--- src/design/lmcs_pkg.sv ---
// lmcs_pkg: shared types, constants and the letter decoder for the
// letter multiset cover selector. No dependencies.
`timescale 1ns / 1ps

package lmcs_pkg;

   // alphabet and character widths
   localparam int ALPHABET    = 26;
   localparam int IDX_W       = 5;
   localparam int CHAR_W      = 8;
   localparam int COUNT_W     = 8;
   localparam logic [COUNT_W-1:0] COUNT_MAX = '1;

   // fixed widths of the result fields
   localparam int OUT_NUM_W   = 10;
   localparam int OUT_LEN_W   = 8;

   // default sizing
   localparam int MAX_WORDS_DEF  = 1024;
   localparam int MAX_LENGTH_DEF = 255;

   // operation codes
   localparam logic OP_KEY  = 1'b0;
   localparam logic OP_WORD = 1'b1;

   // character bounds
   localparam logic [CHAR_W-1:0] CHAR_UPPER_A = 8'h41;
   localparam logic [CHAR_W-1:0] CHAR_UPPER_Z = 8'h5A;
   localparam logic [CHAR_W-1:0] CHAR_LOWER_A = 8'h61;
   localparam logic [CHAR_W-1:0] CHAR_LOWER_Z = 8'h7A;

   typedef logic [COUNT_W-1:0] count_type;
   typedef count_type count_vec_type [ALPHABET];

   typedef struct packed {
      logic             hit;
      logic [IDX_W-1:0] idx;
   } letter_type;

   // case-insensitive letter decode, hit low for non-letters
   function automatic letter_type letter_decode(input logic [CHAR_W-1:0] ch);
      letter_type   res;
      logic [CHAR_W-1:0] diff;
      res  = '0;
      diff = '0;
      if (ch >= CHAR_UPPER_A && ch <= CHAR_UPPER_Z) begin
         diff    = ch - CHAR_UPPER_A;
         res.hit = 1'b1;
         res.idx = diff[IDX_W-1:0];
      end else if (ch >= CHAR_LOWER_A && ch <= CHAR_LOWER_Z) begin
         diff    = ch - CHAR_LOWER_A;
         res.hit = 1'b1;
         res.idx = diff[IDX_W-1:0];
      end
      return res;
   endfunction

endpackage

--- src/design/letter_multiset_cover_select.sv ---
// letter_multiset_cover_select: key and word letter histograms, cover test
// and running shortest completing word. Depends on lmcs_pkg.
// A word-end beat shows its result in the cycle after acceptance. Throughput:
// one character beat per cycle while no result is stalled; the 26-lane cover
// compare feeds a result register that takes a new beat while the previous
// result leaves. Synchronous active-high reset clears counts and control state.
`timescale 1ns / 1ps

module letter_multiset_cover_select #(
   parameter int MAX_WORDS  = lmcs_pkg::MAX_WORDS_DEF,
   parameter int MAX_LENGTH = lmcs_pkg::MAX_LENGTH_DEF
) (
   input  logic                            clock,
   input  logic                            reset,
   // character beats
   input  logic                            req_valid,
   output logic                            req_stall,
   input  logic                            req_operation,
   input  logic [lmcs_pkg::CHAR_W-1:0]     req_char_code,
   input  logic                            req_last_of_word,
   input  logic                            req_last_of_list,
   // result beats
   output logic                            rsp_valid,
   input  logic                            rsp_stall,
   output logic [lmcs_pkg::OUT_NUM_W-1:0]  rsp_word_number,
   output logic [lmcs_pkg::OUT_LEN_W-1:0]  rsp_word_length,
   output logic                            rsp_completes,
   output logic                            rsp_best_found,
   output logic [lmcs_pkg::OUT_NUM_W-1:0]  rsp_best_number,
   output logic [lmcs_pkg::OUT_LEN_W-1:0]  rsp_best_length,
   output logic                            rsp_list_done
);

   localparam int NUM_W = (MAX_WORDS > 1) ? $clog2(MAX_WORDS) : 1;
   localparam int LEN_W = $clog2(MAX_LENGTH + 1);
   localparam logic [NUM_W-1:0] NUM_LAST = NUM_W'(MAX_WORDS - 1);
   localparam logic [LEN_W-1:0] LEN_LAST = LEN_W'(MAX_LENGTH);

   // histogram and list state
   lmcs_pkg::count_vec_type key_ff, key_in;
   lmcs_pkg::count_vec_type word_ff, word_in;
   logic [LEN_W-1:0] len_ff, len_in;
   logic [NUM_W-1:0] num_ff, num_in;
   logic [NUM_W-1:0] best_num_ff, best_num_in;
   logic [LEN_W-1:0] best_len_ff, best_len_in;
   logic             have_best_ff, have_best_in;
   logic             phase_ff, phase_in;

   // result register
   logic             rsp_valid_ff, rsp_valid_in;
   logic [NUM_W-1:0] out_num_ff, out_num_in;
   logic [LEN_W-1:0] out_len_ff, out_len_in;
   logic             out_cover_ff, out_cover_in;
   logic             out_found_ff, out_found_in;
   logic [NUM_W-1:0] out_best_num_ff, out_best_num_in;
   logic [LEN_W-1:0] out_best_len_ff, out_best_len_in;
   logic             out_done_ff, out_done_in;
   logic             rsp_load;

   logic                 req_take;
   logic                 covers;
   lmcs_pkg::letter_type lt;

   // input beat handshake
   assign req_stall = rsp_valid_ff & rsp_stall;
   assign req_take  = req_valid & ~req_stall;
   assign lt        = lmcs_pkg::letter_decode(req_char_code);

   // per-beat update of histograms, word length and running best
   always_comb begin
      key_in          = key_ff;
      word_in         = word_ff;
      len_in          = len_ff;
      num_in          = num_ff;
      best_num_in     = best_num_ff;
      best_len_in     = best_len_ff;
      have_best_in    = have_best_ff;
      phase_in        = phase_ff;
      rsp_load        = 1'b0;
      covers          = 1'b1;
      out_num_in      = num_ff;
      out_len_in      = len_ff;
      out_cover_in    = 1'b0;
      out_found_in    = have_best_ff;
      out_best_num_in = best_num_ff;
      out_best_len_in = best_len_ff;
      out_done_in     = req_last_of_list;
      if (req_take) begin
         if (req_operation == lmcs_pkg::OP_KEY) begin
            // key after words opens a fresh key
            if (phase_ff) begin
               for (int i = 0; i < lmcs_pkg::ALPHABET; i++) begin
                  key_in[i]  = '0;
                  word_in[i] = '0;
               end
               len_in       = '0;
               num_in       = '0;
               best_num_in  = '0;
               best_len_in  = '0;
               have_best_in = 1'b0;
               phase_in     = 1'b0;
            end
            if (lt.hit && key_in[lt.idx] != lmcs_pkg::COUNT_MAX) begin
               key_in[lt.idx] = key_in[lt.idx] + 1'b1;
            end
         end else begin
            phase_in = 1'b1;
            if (lt.hit && word_in[lt.idx] != lmcs_pkg::COUNT_MAX) begin
               word_in[lt.idx] = word_in[lt.idx] + 1'b1;
            end
            if (len_ff < LEN_LAST) begin
               len_in = len_ff + 1'b1;
            end
            if (req_last_of_word || req_last_of_list) begin
               // cover test, one compare per letter
               for (int i = 0; i < lmcs_pkg::ALPHABET; i++) begin
                  if (key_ff[i] > word_in[i]) begin
                     covers = 1'b0;
                  end
               end
               if (covers && (!have_best_ff || len_in < best_len_ff)) begin
                  have_best_in = 1'b1;
                  best_num_in  = num_ff;
                  best_len_in  = len_in;
               end
               rsp_load        = 1'b1;
               out_num_in      = num_ff;
               out_len_in      = len_in;
               out_cover_in    = covers;
               out_found_in    = have_best_in;
               out_best_num_in = best_num_in;
               out_best_len_in = best_len_in;
               // word closes: reset histogram, step word number
               for (int i = 0; i < lmcs_pkg::ALPHABET; i++) begin
                  word_in[i] = '0;
               end
               len_in = '0;
               if (num_ff < NUM_LAST) begin
                  num_in = num_ff + 1'b1;
               end
               if (req_last_of_list) begin
                  num_in       = '0;
                  best_num_in  = '0;
                  best_len_in  = '0;
                  have_best_in = 1'b0;
               end
            end
         end
      end
   end

   assign rsp_valid_in = rsp_load | (rsp_valid_ff & rsp_stall);

   // control and histogram registers
   always_ff @(posedge clock) begin
      if (reset) begin
         for (int i = 0; i < lmcs_pkg::ALPHABET; i++) begin
            key_ff[i]  <= '0;
            word_ff[i] <= '0;
         end
         len_ff       <= '0;
         num_ff       <= '0;
         best_num_ff  <= '0;
         best_len_ff  <= '0;
         have_best_ff <= 1'b0;
         phase_ff     <= 1'b0;
         rsp_valid_ff <= 1'b0;
      end else begin
         key_ff       <= key_in;
         word_ff      <= word_in;
         len_ff       <= len_in;
         num_ff       <= num_in;
         best_num_ff  <= best_num_in;
         best_len_ff  <= best_len_in;
         have_best_ff <= have_best_in;
         phase_ff     <= phase_in;
         rsp_valid_ff <= rsp_valid_in;
      end
   end

   // result payload register
   always_ff @(posedge clock) begin
      if (rsp_load) begin
         out_num_ff      <= out_num_in;
         out_len_ff      <= out_len_in;
         out_cover_ff    <= out_cover_in;
         out_found_ff    <= out_found_in;
         out_best_num_ff <= out_best_num_in;
         out_best_len_ff <= out_best_len_in;
         out_done_ff     <= out_done_in;
      end
   end

   // result beat outputs
   assign rsp_valid       = rsp_valid_ff;
   assign rsp_word_number = lmcs_pkg::OUT_NUM_W'(out_num_ff);
   assign rsp_word_length = lmcs_pkg::OUT_LEN_W'(out_len_ff);
   assign rsp_completes   = out_cover_ff;
   assign rsp_best_found  = out_found_ff;
   assign rsp_best_number = lmcs_pkg::OUT_NUM_W'(out_best_num_ff);
   assign rsp_best_length = lmcs_pkg::OUT_LEN_W'(out_best_len_ff);
   assign rsp_list_done   = out_done_ff;

endmodule

--- config.mk ---
export PLATFORM = sky130hd
export DESIGN_NAME = letter_multiset_cover_select
export DESIGN_NICKNAME = d
export VERILOG_FILES = /design/src/design/lmcs_pkg.sv /design/src/design/letter_multiset_cover_select.sv
export SDC_FILE = /design/constraint.sdc
export NUM_CORES = 2
export LEC_CHECK = 0
export BUFFER_PORTS_ARGS = -buffer_cell sky130_fd_sc_hd__buf_2
export CORE_MARGIN = 1.5
export CORE_UTILIZATION = 23
export DETAILED_ROUTE_END_ITERATION = 8
export PLACE_DENSITY = 0.46
export SETUP_SLACK_MARGIN = 0.1
export SLEW_MARGIN = 20
export SYNTH_ARGS = -nofsm -noshare
export SYNTH_HDL_FRONTEND = slang
export SYNTH_SLANG_ARGS = --single-unit
export TNS_END_PERCENT = 1
--- constraint.sdc ---
create_clock -name clock -period 12 [get_ports clock]
set_clock_uncertainty 0.15 [all_clocks]
set_input_delay 2.4 -clock clock [delete_from_list [all_inputs] [get_ports clock]]
set_output_delay 2.4 -clock clock [all_outputs]
set_load 0.05 [all_outputs]
Word-level counts from Yosys, hierarchy flattened
Cells that the tools add are included.
Widths: inputs -> output; s select.
{"block": "op_classes", "addsub": 6, "n_lt_le_gt_ge": 35, "n_eq_ne": 4, "muxes": 91, "n_bitwise": 6, "reduce_logical": 15}
{"op": "$mux 208", "n": 10}
{"op": "$bwmux 208", "n": 2}
{"op": "$gt 8x8->1", "n": 26}
{"op": "$mux 8", "n": 21}
{"op": "$mux 10", "n": 12}
{"op": "$bmux 8 s5", "n": 2}
{"op": "$mux 1", "n": 41}
{"op": "$demux 8 s5", "n": 1}
{"op": "$add 8x1->8 const B", "n": 3}
{"op": "$ge 8x7->1 const B", "n": 2}
{"op": "$le 8x7->1 const B", "n": 2}
{"op": "$ne 8x8->1 const B", "n": 2}
{"op": "$mux 6", "n": 2}
{"op": "$add 10x1->10 const B", "n": 1}
{"op": "$lt 10x10->1 const B", "n": 1}
{"op": "$sub 5x1->5 const B", "n": 2}
{"op": "$lt 8x8->1", "n": 1}
{"op": "$lt 8x8->1 const B", "n": 1}
{"op": "$ge 6x6->1 const B", "n": 1}
{"op": "$logic_and 1x1->1", "n": 6}
{"op": "$lt 6x1->1 const B", "n": 1}
{"op": "$not 5->6", "n": 1}
{"op": "$reduce_and 3->1", "n": 2}
{"op": "$reduce_and 2->1", "n": 2}
{"op": "9 further kinds", "n": 12}
{"block": "word_totals", "regBits": 494, "input_bits": 15, "output_inout_bits": 41, "wordCells": 223}

Depth between registers and ports, before layout
{"block": "logic_depth", "ltp_word": 48, "mapped_depth": 40, "depth_no_buf": 28}

Worst setup path after synthesis
OpenSTA, ideal clock, no wires.
{"block": "synth_path", "kind": "input port to flip-flop", "from": "in req_char_code[0] (netlist bit)", "to": "reg out_best_len_ff[6] (netlist: rsp_best_length[6]), data pin", "setup_time_ns": 0.260, "arrival_ns": 9.994, "required_time_ns": 11.590, "slack_ns": 1.596, "stages": 36, "n_path_buf": 11, "path_cell_list": "buf_2 -> clkinv_1 -> ha_1 -> clkbuf_1 -> buf_2 -> buf_2 -> buf_2 -> mux2_2 -> o22ai_1 -> nor4_1 -> or3_1 -> nand4_1 -> inv_1 -> clkbuf_1 -> ha_1 -> nand2_1 -> nor3_2 -> buf_4 -> buf_4 -> nor2_1 -> clkbuf_1 -> mux2i_1 -> ha_1 -> nor2b_1 -> o21a_1 -> o21a_1 -> o21ai_0 -> a21oi_1 -> o31ai_1 -> o2111ai_1 -> a2111oi_0 -> nand3_1 -> or3_1 -> clkbuf_1 -> clkbuf_1 -> mux2_2"}
{"block": "synth_via", "elab_chain_cells": 48, "word_cells_on_any_way": 86, "cone_classes": "3 x add/sub; 32 x order compare; 1 x eq/ne; 44 x mux; 1 x bitwise; 5 x reduce/logical"}
{"item": "from (decl)", "line": "letter_multiset_cover_select.sv:19", "text": "input logic [lmcs_pkg::CHAR_W-1:0] req_char_code,"}
{"item": "$ge 8x7->1 / $le 8x7->1 (equally long branches)", "line": "lmcs_pkg.sv:50", "text": "end else if (ch >= CHAR_LOWER_A && ch <= CHAR_LOWER_Z) begin"}
{"item": "$logic_and 1x1->1", "line": "lmcs_pkg.sv:50"}
{"item": "$mux 6", "line": "lmcs_pkg.sv:50"}
{"item": "$mux 6 *", "line": "lmcs_pkg.sv:46", "text": "if (ch >= CHAR_UPPER_A && ch <= CHAR_UPPER_Z) begin"}
{"item": "$not 5->6 (implied by the code)", "line": "letter_multiset_cover_select.sv:108, letter_multiset_cover_select.sv:109"}
{"item": "$bmux 8 s5, or another cell as far along", "line": "letter_multiset_cover_select.sv:108, letter_multiset_cover_select.sv:109"}
{"item": "$mux 8 (implied by the code) / $logic_and 1x1->1 (equally long branches)", "line": "letter_multiset_cover_select.sv:108, letter_multiset_cover_select.sv:109"}
{"item": "$mux 8, on equally long branches", "line": "letter_multiset_cover_select.sv:108, letter_multiset_cover_select.sv:109"}
{"item": "[33 not listed]"}
{"item": "$mux 1 *", "line": "letter_multiset_cover_select.sv:89", "text": "if (req_operation == lmcs_pkg::OP_KEY) begin"}
{"item": "$mux 1 *", "line": "letter_multiset_cover_select.sv:88", "text": "if (req_take) begin"}
{"item": "$logic_and 1x1->1 *", "line": "letter_multiset_cover_select.sv:121", "text": "if (covers && (!have_best_ff || len_in < best_len_ff)) begin"}
{"item": "$mux 8 *", "line": "letter_multiset_cover_select.sv:121"}
{"item": "$mux 8 *", "line": "letter_multiset_cover_select.sv:114", "text": "if (req_last_of_word || req_last_of_list) begin"}
{"item": "$mux 8 *", "line": "letter_multiset_cover_select.sv:89"}
{"item": "$mux 8 *", "line": "letter_multiset_cover_select.sv:88"}
{"item": "named net out_best_len_in[6]", "line": "letter_multiset_cover_select.sv:56", "text": "logic [LEN_W-1:0] out_best_len_ff, out_best_len_in;"}
{"item": "to (signal assigned)", "line": "letter_multiset_cover_select.sv:189", "text": "out_best_len_ff <= out_best_len_in;"}
{"item": "to (decl)", "line": "letter_multiset_cover_select.sv:56"}
The timed path passes the listed nets; every way through them passes the cells marked *. The select of a mux whose other input is x is not followed.
A chain may end at the register's enable or synchronous reset.

Worst setup path in the final report
{"block": "layout_path", "from": "in req_char_code[0] (netlist bit)", "to": "reg out_best_len_ff[1] (netlist: rsp_best_length[1]), data pin"}
Same word-level chain as after synthesis.

==> summary.txt <==
Detailed routing
  – Vias/cell: 5.62
  – Drt wl/cell: 31.4 um
  – First-iteration detailed-routing DRC count: 3,291
  – Antenna viol nets, final: 0
  – TritonRoute pass-1 iters: 6
  – Total number of vias: 26,600
  – DRC errors left: 0
  – Total wire length: 148 mm

Floorplan
  – Die W: 353 um
  – Core Area: 122,000 sq um
  – Initial Util: 23.2%
  – Area of the die: 125,000 sq um
  – Die H: 353 um
  – IO Count: 56
  – Num rows: 128

Layout
  – Ratio of cells with drive above 1 in the final layout: 13.7%
  – Final core utilization: 27.2%
  – Number of fillers in the final layout: 13,000
  – Post-route insts no fill: 4,726
  – Fin nets: 3,284
  – Area grow syn2layout: 17.2%

Pwr
  – P_leak: 12.8 nW
  – Total power: 4.12 mW
  – Peak VDD IR: 0.000102 V
  – Pwr per Cell Area: 124 nW/um^2

Place
  – GPL Wtd Cong: 1.01
  – Detail Placement HPWL: 109 mm
  – Port bufs: 55
  – Placed insts: 4,611

Worst setup path
  – CP required: 12,240 ps
  – Reg2reg start: word_ff[114]
  – R2r worst-path depth: 26
  – R2R Setup Slk: 3330 ps
  – Crit-path max FO: 32
  – Crit-path most repeated cell: buf_4
  – CP Capture Type: flop
  – Slowest cell on crit path: a2111oi_2
  – Slowest stage delay, CP: 920 ps
  – Reg-to-Reg End: rsp_best_length[1]
  – Crit path kind: in2reg
  – Critical path startpoint category: input port
  – Worst path arrival time: 12,020 ps

Timing
  – Fmax: 84.9 MHz
  – RSZ-0062 raised after global routing: no
  – Min Hold Slack: 322 ps
  – Period minus WS final: 11,780 ps
  – Final-report setup violation count: 0
  – Max-slew violations: 0
  – Slew headroom: 11.2%
  – Worst Tran Pin Value: 1330 ps
  – Final Hold Fails: 0
  – Fin crit share: 98.2%

Worst hold path
  – Hold-critical path endpoint: word_ff[55]
  – Worst hold stages: 2
  – Hold crit path type: reg2reg
  – Hold path startpoint: word_ff[55]

Yosys
  – Cell Area, Synth: 28,300 sq um
  – Ys async rst share: 0%
  – Ys Warns: 0
  – Syn Area/Cell: 9.44 sq um
  – Most used DFF post-synth: dfxtp_1
  – Gate Count Post-Synth: 2,992
  – Seq/Total Area, Yosys: 36.4%
  – Syn Nets: 3,229
  – EDFF count, synth: 39
  – Count of state elements after synthesis: 494
  – Distinct cells, synth: 84

CTS
  – Hold_buf cts: 0
  – TritonCTS clock tree: done
  – Postcts setup bufs: 0
  – CTS buffer count: 59
  – Clk Latency, worst-skew pair: 660 ps
  – Clock Tree Buf Depth: 3
  – Sink Count: 494
  – Clock slew at reported path FFs: 60 ps
  – Clock root buffer: clkbuf_16
  – Post-cts repair resize count: 0
  – H-Tree Depth: 2

Run
  – Number of max-cap violations: 0

Global route
  – Global-route total usage across every layer: 22.9%
  – Largest net degree at the start of global routing: 42
  – First-pass GRT wire length: 205 mm
  – Initial antenna violation count: 10
  – Vias in the first global route: 25,000
  – Gr ovfl total: 0

Status
  – Status: completed
==> placed cells by master, fill, tap and decap left out, types with 24 or more instances in the layout <==
| master | n |
|---|---|
| a21o_1 | 33 |
| a21oi_1 | 147 |
| a22o_1 | 338 |
| a2bb2oi_1 | 24 |
| a32o_1 | 50 |
| buf_2 | 54 |
| buf_4 | 133 |
| clkbuf_16 | 62 |
| dfxtp_1 | 455 |
| edfxtp_1 | 39 |
| ha_1 | 220 |
| inv_1 | 108 |
| mux2_2 | 48 |
| mux2i_1 | 211 |
| nand2_1 | 132 |
| nand2b_1 | 29 |
| nand3_1 | 53 |
| nand4_1 | 41 |
| nor2_1 | 174 |
| nor2b_1 | 35 |
| nor3_1 | 44 |
| o21a_1 | 40 |
| o21ai_0 | 99 |
| o22ai_1 | 96 |
==> kinds of logic (layout without fill, tap and decap cells) <==
logic type	count (synthesis)	after routing	share of synthesized area (%)
compound gates	1039	1039	27.6
xor+xnor	27	27	0.837
fa+ha+maj	222	222	9.83
buf+inv	307	413	4.41
flops	494	494	36.4
mux	260	260	9.47
other cells	0	3	0
simple gates	643	643	11.5
==> synth_stat cells, drive strengths merged (5+ instances only) <==
cell       n  area, sq um
a21o      33          248
a2bb2oi   24          210
a31oi     24          169
a2111oi   12          106
nor2b     35          219
o22ai     96          601
o2bb2ai   14          123
nor4      25          199
o21a      40          300
o221ai    15          131
buf       70          355
a211oi    12         90.1
a221o      5         50.1
nand4     41          257
nand3     54          270
a22oi     22          165
o221a     11          124
or2        6         37.5
or4        5         37.5
xnor2     17          149
mux2      48          541
nand2b    29          181
nor2     179          672
dfxtp    455         9110
xor2      10         87.6
o21ai    118          609
and3      19          119
a22o     338         2960
edfxtp    39         1170
clkbuf   127          477
a21oi    153          788
and2      19          119
o21bai     7         52.6
nor3      67          407
mux2i    211         2110
o31ai     13         97.6
o211ai     6         45.0
ha       222         2780
or3       16          100
a221oi     8         70.1
nand2    134          503
o31a       7         61.3
a32o      50          500
inv      108          405
==> critical path, delay by kind of cell <==
family          cells  cell delay (ps)
compound gates      9             3070
fa+ha+maj           3              880
buf+inv             6             1530
mux                 2              450
simple gates       11             3570
==> registers in the layout, indices dropped and copies added, names as in the netlist <==
signal / count
best_len_ff: 8
best_num_ff: 10
have_best_ff: 1
key_ff: 208
len_ff: 8
num_ff: 10
phase_ff: 1
rsp_best_found: 1
rsp_best_length: 8
rsp_best_number: 10
rsp_completes: 1
rsp_list_done: 1
rsp_valid: 1
rsp_word_length: 8
rsp_word_number: 10
word_ff: 208
==> cell type report <==
| class | count | area [sq um] | area share (%) |
|---|---|---|---|
| multi-input combinational | 2191 | 17000 | 51.2 |
| sequential | 494 | 10300 | 31.0 |
| tap | 1625 | 2030 | 6.14 |
| clock buffer | 81 | 1710 | 5.17 |
| timing repair buffer | 191 | 1350 | 4.07 |
| inverter | 110 | 413 | 1.25 |
| clock inverter | 31 | 359 | 1.08 |
| antenna | 3 | 7.51 | 0.0227 |
==> how the worst max path moves through the flow <==
stage                           startpoint                  to  slack, ps
after floorplan           req_char_code[0]  rsp_best_length[6]       1600
after global placement    req_char_code[1]  rsp_best_length[1]      -1050
after detailed placement  req_char_code[0]  rsp_best_length[1]         -9
after CTS                 req_char_code[0]  rsp_best_length[1]        620
after global routing      req_char_code[0]  rsp_best_length[1]        130
final                     req_char_code[0]  rsp_best_length[1]        220
==> per-layer routing <==
| metal | wire length (um) | vias up | track usage [%] |
|---|---|---|---|
| met5 | 62 | - | 0 |
| met4 | 7600 | 10 | 10.7 |
| met3 | 12600 | 303 | 4.30 |
| met2 | 61900 | 1285 | 33.8 |
| met1 | 66100 | 13300 | 32.1 |
| li1 | - | 11700 | - |
==> power breakdown <==
| group | switching [mW] | internal, mW |
|---|---|---|
| Sequential | 0.00310 | 1.67 |
| Combinational | 0.398 | 0.112 |
| Clock | 0.789 | 1.15 |
==> stage by stage <==
stage | setup slack, ps | cell area [sq um] | TNS, ps
after detailed placement | -8.92 | 31000 | -16.4
final | 222 | 33100 | 0
after floorplan | 1600 | 28300 | 0
after global placement | -1050 | 31000 | -31070
after CTS | 623 | 33100 | 0
after global routing | 129 | 33100 | 0
Note: power is estimated with default switching activity, not from simulation.
